[src/hw/rtl/sst_pkg.sv]
// ----------------------------------------------------------------------------
// sst_pkg
// Types, sizes and codes shared by the sorted set table modules.
// ----------------------------------------------------------------------------
`default_nettype none

package sst_pkg;

	localparam int CAPACITY = 64;
	localparam int KEY_BITS = 32;

	localparam int IDX_W = $clog2(CAPACITY);
	localparam int CNT_W = $clog2(CAPACITY + 1);

	typedef logic [KEY_BITS-1:0] key_t;
	typedef logic [CNT_W-1:0]    cnt_t;
	typedef logic [IDX_W-1:0]    idx_t;

	typedef enum logic [1:0] {
		OP_INSERT   = 2'd0,
		OP_CONTAINS = 2'd1,
		OP_READ     = 2'd2,
		OP_CLEAR    = 2'd3
	} op_t;

	typedef enum logic [1:0] {
		ST_OK    = 2'd0,
		ST_DUP   = 2'd1,
		ST_FULL  = 2'd2,
		ST_RANGE = 2'd3
	} status_t;

	typedef struct packed {
		logic [1:0]   cmd;
		logic signed [31:0] key;
		logic [5:0]   position;
	} in_word_t;

	typedef struct packed {
		logic         found;
		logic [6:0]   where;
		logic signed [31:0] value;
		logic [6:0]   entries;
		logic [1:0]   status;
	} out_word_t;

	// controller -> datapath
	typedef struct packed {
		logic load;      // capture input word, start search bounds
		logic srch_rd;   // read slot at midpoint
		logic srch_upd;  // narrow bounds from read data
		logic sh_rd;     // read slot ptr-1
		logic sh_wr;     // write read data to slot ptr, step ptr down
		logic put;       // write key at lower bound, bump count
		logic rd_pos;    // read slot at requested position
		logic clear;     // empty the set
		logic emit;      // load result register
	} dp_cmd_t;

	// datapath -> controller
	typedef struct packed {
		op_t  op;
		logic search_done;
		logic shift_done;
		logic hit;
		logic full;
		logic pos_ok;
		logic out_free;
	} dp_stat_t;

	// Low KEY_BITS bits of the 32-bit key field, zero padded if wider.
	function automatic key_t to_key(input logic [31:0] k);
		logic [KEY_BITS+31:0] ext;
		ext = {{KEY_BITS{1'b0}}, k};
		return ext[KEY_BITS-1:0];
	endfunction

endpackage

`default_nettype wire

[src/hw/rtl/sorted_set_table.sv]
// ----------------------------------------------------------------------------
// sorted_set_table
// Ascending set of signed keys without duplicates, held in a single RAM.
// ----------------------------------------------------------------------------
// Sequence, from the word taken to out_valid: contains runs a binary search
//   over the n stored keys, each probe a read of the registered RAM and then
//   a compare; insert then moves each entry above the slot up by one and
//   writes the key; read-at reads the slot unless past the count; clear empties.
// Throughput: one word at a time; the next word is taken once the result is
//   in the output register, which holds it while out_stall is high.
// Reset: count cleared, output empty; stored keys are not cleared.
// ----------------------------------------------------------------------------
`default_nettype none

module sorted_set_table
	import sst_pkg::*;
(
	input  wire logic     clk,
	input  wire logic     arst_n,
	input  wire logic     in_valid,
	output logic          in_stall,
	input  wire in_word_t in_word,
	output logic          out_valid,
	input  wire logic     out_stall,
	output out_word_t     out_word
);

	dp_cmd_t  cmd;
	dp_stat_t stat;

	sst_ctrl u_ctrl (
		.clk     (clk),
		.arst_n  (arst_n),
		.in_valid(in_valid),
		.in_stall(in_stall),
		.stat    (stat),
		.cmd     (cmd)
	);

	sst_dp u_dp (
		.clk      (clk),
		.arst_n   (arst_n),
		.in_word  (in_word),
		.cmd      (cmd),
		.stat     (stat),
		.out_valid(out_valid),
		.out_stall(out_stall),
		.out_word (out_word)
	);

endmodule

`default_nettype wire

[src/hw/rtl/sst_ram.sv]
// ----------------------------------------------------------------------------
// sst_ram
// Generic single write, single read RAM with registered read data.
// ----------------------------------------------------------------------------
`default_nettype none

module sst_ram #(
	parameter int WIDTH = 32,
	parameter int DEPTH = 64
) (
	input  wire logic                     clk,
	input  wire logic                     wr_en,
	input  wire logic [$clog2(DEPTH)-1:0] wr_addr,
	input  wire logic [WIDTH-1:0]         wr_data,
	input  wire logic                     rd_en,
	input  wire logic [$clog2(DEPTH)-1:0] rd_addr,
	output logic      [WIDTH-1:0]         rd_data
);

	logic [WIDTH-1:0] mem_q [DEPTH];

	always_ff @(posedge clk) begin
		if (wr_en) begin
			mem_q[wr_addr] <= wr_data;
		end
		if (rd_en) begin
			rd_data <= mem_q[rd_addr];
		end
	end

endmodule

`default_nettype wire

[src/hw/rtl/sst_dp.sv]
// ----------------------------------------------------------------------------
// sst_dp
// Datapath: key store, search bounds, shift pointer, count and result word.
// ----------------------------------------------------------------------------
`default_nettype none

module sst_dp
	import sst_pkg::*;
(
	input  wire logic      clk,
	input  wire logic      arst_n,
	input  wire in_word_t  in_word,
	input  wire dp_cmd_t   cmd,
	output dp_stat_t       stat,
	output logic           out_valid,
	input  wire logic      out_stall,
	output out_word_t      out_word
);

	op_t        op_q;
	key_t       key_q;
	logic [5:0] pos_q;
	cnt_t       fill_q;
	cnt_t       lo_q, hi_q, ptr_q;
	logic       eq_q;
	logic       full_q;
	logic       out_valid_q;
	out_word_t  out_q;

	logic [CNT_W:0] mid_sum;
	cnt_t           mid;
	cnt_t           ptr_dn;
	logic           pos_ok;
	logic           ram_wr_en, ram_rd_en;
	idx_t           ram_wr_addr, ram_rd_addr;
	key_t           ram_wr_data, ram_rd_data;
	out_word_t      res;

	assign mid_sum = {1'b0, lo_q} + {1'b0, hi_q};
	assign mid     = mid_sum[CNT_W:1];
	assign ptr_dn  = ptr_q - cnt_t'(1);
	assign pos_ok  = (CNT_W + 6)'(pos_q) < (CNT_W + 6)'(fill_q);

	always_comb begin
		ram_rd_en   = cmd.srch_rd | cmd.sh_rd | cmd.rd_pos;
		ram_rd_addr = idx_t'(mid);
		if (cmd.sh_rd) begin
			ram_rd_addr = idx_t'(ptr_dn);
		end else if (cmd.rd_pos) begin
			ram_rd_addr = idx_t'(pos_q);
		end
		ram_wr_en   = cmd.sh_wr | cmd.put;
		ram_wr_addr = cmd.put ? idx_t'(lo_q) : idx_t'(ptr_q);
		ram_wr_data = cmd.put ? key_q : ram_rd_data;
	end

	sst_ram #(
		.WIDTH(KEY_BITS),
		.DEPTH(CAPACITY)
	) u_keys (
		.clk    (clk),
		.wr_en  (ram_wr_en),
		.wr_addr(ram_wr_addr),
		.wr_data(ram_wr_data),
		.rd_en  (ram_rd_en),
		.rd_addr(ram_rd_addr),
		.rd_data(ram_rd_data)
	);

	// search bounds, shift pointer and item capture
	always_ff @(posedge clk) begin
		if (cmd.load) begin
			op_q   <= op_t'(in_word.cmd);
			key_q  <= to_key(in_word.key);
			pos_q  <= in_word.position;
			lo_q   <= '0;
			hi_q   <= fill_q;
			ptr_q  <= fill_q;
			eq_q   <= 1'b0;
			full_q <= fill_q >= cnt_t'(CAPACITY);
		end else begin
			if (cmd.srch_upd) begin
				if ($signed(ram_rd_data) < $signed(key_q)) begin
					lo_q <= mid + cnt_t'(1);
				end else begin
					hi_q <= mid;
					eq_q <= ram_rd_data == key_q;
				end
			end
			if (cmd.sh_wr) begin
				ptr_q <= ptr_dn;
			end
		end
	end

	always_ff @(posedge clk or negedge arst_n) begin
		if (!arst_n) begin
			fill_q <= '0;
		end else if (cmd.clear) begin
			fill_q <= '0;
		end else if (cmd.put) begin
			fill_q <= fill_q + cnt_t'(1);
		end
	end

	always_comb begin
		res         = '0;
		res.entries = 7'(fill_q);
		res.status  = ST_OK;
		unique case (op_q)
			OP_INSERT, OP_CONTAINS: begin
				res.found = eq_q;
				res.where = 7'(lo_q);
				if (op_q == OP_INSERT) begin
					if (eq_q) begin
						res.status = ST_DUP;
					end else if (full_q) begin
						res.status = ST_FULL;
					end
				end
			end
			OP_READ: begin
				if (pos_ok) begin
					res.found = 1'b1;
					res.value = 32'(ram_rd_data);
				end else begin
					res.status = ST_RANGE;
				end
			end
			default: begin
			end
		endcase
	end

	always_ff @(posedge clk or negedge arst_n) begin
		if (!arst_n) begin
			out_valid_q <= 1'b0;
		end else if (cmd.emit) begin
			out_valid_q <= 1'b1;
		end else if (!out_stall) begin
			out_valid_q <= 1'b0;
		end
	end

	always_ff @(posedge clk) begin
		if (cmd.emit) begin
			out_q <= res;
		end
	end

	assign out_valid = out_valid_q;
	assign out_word  = out_q;

	assign stat.op          = op_q;
	assign stat.search_done = lo_q == hi_q;
	assign stat.shift_done  = ptr_q == lo_q;
	assign stat.hit         = eq_q;
	assign stat.full        = full_q;
	assign stat.pos_ok      = pos_ok;
	assign stat.out_free    = !out_valid_q || !out_stall;

endmodule

`default_nettype wire

[src/hw/rtl/sst_ctrl.sv]
// ----------------------------------------------------------------------------
// sst_ctrl
// Sequencer: binary search, shift-up for insert, read, clear and result hand-off.
// ----------------------------------------------------------------------------
`default_nettype none

module sst_ctrl
	import sst_pkg::*;
(
	input  wire logic     clk,
	input  wire logic     arst_n,
	input  wire logic     in_valid,
	output logic          in_stall,
	input  wire dp_stat_t stat,
	output dp_cmd_t       cmd
);

	typedef enum logic [2:0] {
		S_IDLE,
		S_DECODE,
		S_SRCH_RD,
		S_SRCH_CMP,
		S_SHIFT,
		S_SHIFT_WR,
		S_READ,
		S_FINISH
	} state_t;

	state_t state_q, state_d;

	always_comb begin
		cmd     = '0;
		state_d = state_q;
		unique case (state_q)
			S_IDLE: begin
				if (in_valid) begin
					cmd.load = 1'b1;
					state_d  = S_DECODE;
				end
			end
			S_DECODE: begin
				unique case (stat.op)
					OP_INSERT, OP_CONTAINS: state_d = S_SRCH_RD;
					OP_READ: state_d = stat.pos_ok ? S_READ : S_FINISH;
					OP_CLEAR: begin
						cmd.clear = 1'b1;
						state_d   = S_FINISH;
					end
					default: state_d = S_FINISH;
				endcase
			end
			S_SRCH_RD: begin
				if (stat.search_done) begin
					if (stat.op == OP_INSERT && !stat.hit && !stat.full) begin
						state_d = S_SHIFT;
					end else begin
						state_d = S_FINISH;
					end
				end else begin
					cmd.srch_rd = 1'b1;
					state_d     = S_SRCH_CMP;
				end
			end
			S_SRCH_CMP: begin
				cmd.srch_upd = 1'b1;
				state_d      = S_SRCH_RD;
			end
			S_SHIFT: begin
				if (stat.shift_done) begin
					cmd.put = 1'b1;
					state_d = S_FINISH;
				end else begin
					cmd.sh_rd = 1'b1;
					state_d   = S_SHIFT_WR;
				end
			end
			S_SHIFT_WR: begin
				cmd.sh_wr = 1'b1;
				state_d   = S_SHIFT;
			end
			S_READ: begin
				cmd.rd_pos = 1'b1;
				state_d    = S_FINISH;
			end
			S_FINISH: begin
				if (stat.out_free) begin
					cmd.emit = 1'b1;
					state_d  = S_IDLE;
				end
			end
			default: state_d = S_IDLE;
		endcase
	end

	always_ff @(posedge clk or negedge arst_n) begin
		if (!arst_n) begin
			state_q <= S_IDLE;
		end else begin
			state_q <= state_d;
		end
	end

	assign in_stall = state_q != S_IDLE;

endmodule

`default_nettype wire

[config.mk]
export PLATFORM = sky130hd
export DESIGN_NAME = sorted_set_table
export DESIGN_NICKNAME = d
export VERILOG_FILES = /design/src/hw/rtl/sst_pkg.sv /design/src/hw/rtl/sorted_set_table.sv /design/src/hw/rtl/sst_ram.sv /design/src/hw/rtl/sst_dp.sv /design/src/hw/rtl/sst_ctrl.sv
export SDC_FILE = /design/constraint.sdc
export NUM_CORES = 2
export LEC_CHECK = 0
export ABC_AREA = 1
export BUFFER_PORTS_ARGS = -buffer_cell sky130_fd_sc_hd__buf_2
export CORE_ASPECT_RATIO = 1.4
export CORE_MARGIN = 2
export CORE_UTILIZATION = 63
export DETAILED_ROUTE_END_ITERATION = 10
export PLACE_DENSITY = 0.75
export SLEW_MARGIN = 20
export SYNTH_ARGS = -nofsm -noshare
export SYNTH_HDL_FRONTEND = slang
export SYNTH_HIERARCHICAL = 1
export SYNTH_SLANG_ARGS = --single-unit
[constraint.sdc]
create_clock -name clk -period 7 [get_ports clk]
set_input_delay 1.4 -clock clk [delete_from_list [all_inputs] [get_ports clk]]
set_output_delay 1.4 -clock clk [all_outputs]
set_load 0.05 [all_outputs]
Word-level counts from Yosys, hierarchy flattened
Memory sizes are Yosys's and may differ from the RTL's. A register that Yosys moved wholly into a read port is not among the register bits.
Cells that the tools add are included.
- register bits after elaboration: 123
- memory bits (writable): 2048
- bits of input ports: 44
- output and inout bits: 51
- logic and storage cells: 109
- memories kept: 1
- memories (name ; words ; bits a word ; read ports ; clocked after Yosys merged registers in ; wr ports ; RTL line ; source):
    u_dp.u_keys.mem_q ; 64 ; 32 ; 1 ; 1 ; 1 ; sst_ram.sv:20 ; logic [WIDTH-1:0] mem_q [DEPTH];
- $add $sub $neg: 4
- $lt $le $gt $ge: 3
- equal/unequal tests: 17
- muxes and demuxes: 45
- bitwise logic cells: 4
- reductions and logical operators: 19
- operators with widths (kind ; count):
    $mux W7 ; 7
    $eq A32 B32 Y1 ; 1
    $lt A32 B32 Y1 ; 1
    $mux W32 ; 1
    $pmux W3 S8 ; 1
    $mux W1 ; 21
    $mux W6 ; 3
    $add A7 B1 Y7 const B ; 2
    $eq A7 B7 Y1 ; 2
    $eq A3 B3 Y1 const B ; 4
    $mux W2 ; 6
    $reduce_and A2 Y1 ; 5
    $mux W3 ; 3
    $pmux W3 S3 ; 1
    $add A7 B7 Y8 ; 1
    $ge A7 B7 Y1 const B ; 1
    $lt A6 B7 Y1 ; 1
    $sub A7 B1 Y7 const B ; 1
    $eq A3 B2 Y1 const B ; 2
    $ne A2 B2 Y1 const B ; 3
    $reduce_bool A2 Y1 ; 3
    $eq A2 B2 Y1 const B ; 2
    $logic_not A1 Y1 ; 4
    $pmux W2 S2 ; 1
    12 further kinds ; 15

Logic depth before layout (Yosys ltp)
- depth in word-level cells: 6
- gate-level depth with buffers: 21
- depth with buffers taken out: 18

Cells and area by module
Netlist, hierarchy kept.
- by module, submodules not included (module ; instances ; cells each ; area each (um^2) ; seq. area each (um^2)):
    sst_ram ; 1 ; 6769 ; 83058.4 ; 62459.9
    sst_dp ; 1 ; 704 ; 6513.7 ; 3483.3
    sst_ctrl ; 1 ; 49 ; 292.8 ; 75.1

Worst setup path after synthesis
No wires, ideal clock.
- kind: flip-flop to flip-flop
- start: reg u_dp.ptr_q[0]
- end: mem u_dp.u_keys.mem_q[50][0] (enable)
- setup time: 0.503 ns
- data arrival time: 5.445 ns
- data required time: 6.497 ns
- path slack: 1.053 ns
- stages on the path, launching flop included: 15
- buffers on the path: 3
- period minus slack after synthesis: 5.947 ns
- cells stage by stage: edfxtp_1 > inv_1 > nand2_1 > a21oi_1 > nand3_1 > nor4_1 > inv_1 > nor2_2 > buf_2 > clkbuf_1 > nand2_1 > o21ai_0 > clkbuf_1 > inv_1 > nor4_1
- RTL lines (item ; RTL line ; source):
    start: declaration ; sst_dp.sv:24 ; cnt_t lo_q, hi_q, ptr_q;
    start signal: assignment ; sst_dp.sv:78 ; ptr_q <= fill_q;
    start signal: assignment ; sst_dp.sv:91 ; ptr_q <= ptr_dn;
    end: declaration ; sst_ram.sv:20 ;

==> results.sh <==
export IMPL_worstMarginPinSlew_ns=1.13
export IMPL_holdBufCountCts=0
export IMPL_port_buffers=94
export IMPL_relSlewSlack_pct=24.6
export IMPL_yosysWarnings=6
export IMPL_numCtsBuffers=191
export IMPL_synthAdderAreaFrac_pct=0.691
export IMPL_crit_start="u_dp/ptr_q[0]$_DFFE_PP_"
export IMPL_syn_area_per_cell_um2=11.9
export IMPL_path_clk_slew_ns=0.07
export IMPL_nets=7617
export IMPL_cap_violations=0
export IMPL_final_common_cell="nand2_1"
export IMPL_post_cts_setup_buffers=0
export IMPL_hpwlAfterDp_um=135000
export IMPL_fp_dieH_um=451
export IMPL_crit_type="register to register"
export IMPL_antenna_found_initial=5
export IMPL_ctsHtreeMaxLevel=4
export IMPL_grt_max_degree=176
export IMPL_muxShareOfSynthArea_pct=0
export IMPL_die_area_um2=146000
export IMPL_synth_xor_area_share_pct=0.146
export IMPL_antenna_left=0
export IMPL_cp_slowest_cell="o22ai_4"
export IMPL_drt_first_iter_violations=8680
export IMPL_grt_usage_pct=33.7
export IMPL_clock_sinks=2203
export IMPL_synth_enable_flop_cells=2184
export IMPL_setup_viol=0
export IMPL_routed_via_count=60300
export IMPL_worstPathArrival_ns=6.13
export IMPL_drt_pass1_iterations=8
export IMPL_ys_types=45
export IMPL_fill_cells=9427
export IMPL_fin_crit_sh_pct=77.7
export IMPL_synth_top_family_by_area="simple AND/OR/NAND/NOR gates"
export IMPL_synthSimpleGateAreaFrac_pct=21.8
export IMPL_core_area_um2=142000
export IMPL_die_width_um=323
export IMPL_hp_class="primary input to asynchronous set/reset pin"
export IMPL_gp_congestion=0.964
export IMPL_root_buffer="clkbuf_16"
export IMPL_worstPathCellList="inv_1 -> nand2_1 -> a21oi_1 -> nand3_1 -> nor4_1 -> nor2_1 -> inv_1 -> o21ai_0 -> o22ai_4 -> inv_8 -> buf_12 -> nand3_1 -> nand3_1 -> nand2_1 -> nand2_1 -> nand3_1 -> nand3_1 -> nand2_1"
export IMPL_pin_count=95
export IMPL_seq_area_um2=66000
export IMPL_ys_flop_type="edfxtp_1"
export IMPL_layout_drive_gt1_share_pct=8.75
export IMPL_synth_compound_area_share_pct=0.645
export IMPL_finalNonFillerCells=9590
export IMPL_synthArstFlopShare_pct=0.499
export IMPL_synth_seq_cells=2203
export IMPL_crit_path_max_incr_delay_ns=0.81
export IMPL_wl_per_cell_um=25.6
export IMPL_worst_path_most_repeated_cell="nand3_1"
export IMPL_hold_viol=0
export IMPL_grt_pass1_wl_um=360000
export IMPL_critPathLaunchType="register"
export IMPL_post_cts_resized=0
export IMPL_multi_input_area_um2=21800
export IMPL_cp_end_kind="register"
export IMPL_final_cell_mix="nand2_1, edfxtp_1, nand3_1"
export IMPL_finalSetupTns_ns=0
export IMPL_required_ns=7.70
export IMPL_grt_ovfl_total=0
export IMPL_path_max_fanout=126
export IMPL_cts_buffer_depth=3
export IMPL_tritoncts="done"
export IMPL_drc=0
export IMPL_drt_wl_total_um=245000
export IMPL_finClkSkew_ns=0.0298
export IMPL_placed_cells=9239
export IMPL_initial_core_util_pct=63.2
export IMPL_worstReg2RegStart="u_dp/ptr_q[0]$_DFFE_PP_"
export IMPL_grt_pass1_vias=57600
export IMPL_syn_inst=7522
export IMPL_vias_per_cell=6.28
export IMPL_fin_crit_ns=5.44
export IMPL_area_delta_synth_final_pct=10.1
export IMPL_ys_seq_area_share_pct=73.5
export IMPL_status="complete, no violations"
export IMPL_syn_area_um2=89900
export IMPL_maxSlewViolCount=0
export IMPL_worst_skew_pair_late_latency_ns=0.86
export IMPL_placementRows=164
export IMPL_fmax_mhz=184
export IMPL_grt_setup_unrepaired="no"
export IMPL_syn_nets=7615
-- metrics by stage --
| step | utilization [%] | hold WS [ns] | area [um2] | worst slack (ns) |
|---|---|---|---|---|
| 6_report | 69.6 | 0.440 | 98900 | 1.56 |
| 5_1_grt | 69.6 | 0.437 | 98900 | 1.31 |
| 4_1_cts | 69.5 | 0.406 | 98900 | 1.61 |
| 3_5_place_dp | 65.4 | 0.499 | 93000 | 1.62 |
| 3_3_place_gp | 65.4 | 0.489 | 93000 | 1.73 |
| 2_1_floorplan | - | 0.466 | 89900 | 1.05 |
-- cells by family after synthesis --
family	Yosys count
AND/OR/NAND/NOR	4526
AO/OA/AOI/OAI	108
buffers and inverters	621
adder cells (fa/ha/maj)	49
XOR/XNOR	15
flip-flops	2203
-- critical path: cells and delay by family, from the launching register on --
kind | cells | cell delay [ns]
AO/OA/AOI/OAI | 3 | 1.29
buffers and inverters | 4 | 1.50
flip-flops | 1 | 0.44
AND/OR/NAND/NOR | 11 | 1.90
-- sequential cells by signal, indices dropped and copies added (netlist names) --
signal	cells
u_dp/out_valid	1
u_dp/full_q	1
u_dp/key_q	32
u_dp/fill_q	7
u_dp/eq_q	1
u_dp/op_q	2
u_ctrl/state_q	3
u_dp/hi_q	7
u_dp/out_word	49
u_dp/u_keys/rd_data	32
u_dp/ptr_q	7
u_dp/pos_q	6
u_dp/lo_q	7
u_dp/u_keys/mem_q	2048
-- synth_stat cells (all sizes together) (2+ instances only) --
cell type  number  share of area (%)
a21o            2              0.017
a21oi          24               0.14
nand2        2405                 10
inv           148               0.62
nor3            9              0.067
dfrtp          11               0.31
xor2           10              0.097
clkbuf         88               0.37
o31ai           2              0.017
nand3        1932                 11
o21ai          68               0.38
ha             48               0.67
o22ai           5              0.035
nor4           11              0.077
edfxtp       2184                 73
buf           383                2.3
nand4          20               0.15
xnor2           5              0.049
dfxtp           8               0.18
nor2          148               0.63
-- per-layer routing --
layer	wire [um]	GRT usage, %	share of wire [%]
met5	8	0	0.0033
met3	27500	5.77	11
met4	15900	19.3	6.5
met2	115000	52.4	47
met1	86700	45.3	35
-- area by class of cell --
cell class	count	area share [%]
sequential	2203	66.7
multi-input combinational	4698	22.1
clock buffer	249	5.18
tap	1909	2.41
timing repair buffer	281	2.21
clock inverter	100	0.806
inverter	149	0.602
antenna	1	0.00253
-- final timing paths --
kind / to / slack (ns) / cells after the start
worst min register to register: u_dp/out_valid$_DFFE_PN0P_ / 0.50 / 2
worst max register to register: u_dp/u_keys/rd_data[13]$_DFFE_PP_ / 1.56 / 18
min in group clk: u_dp/out_valid$_DFFE_PN0P_ / 0.50 / 2
worst min-delay path: u_dp/fill_q[4]$_DFFE_PN0P_ / 0.44 / 1
worst max-delay path: u_dp/u_keys/rd_data[13]$_DFFE_PP_ / 1.56 / 18
max in group asynchronous: u_ctrl/state_q[0]$_DFFE_PN0P_ / 6.33 / 1
Power is left out: the tool's default activity adds up to more than one toggle a clock period on the data nets, which glitch-free logic cannot reach.
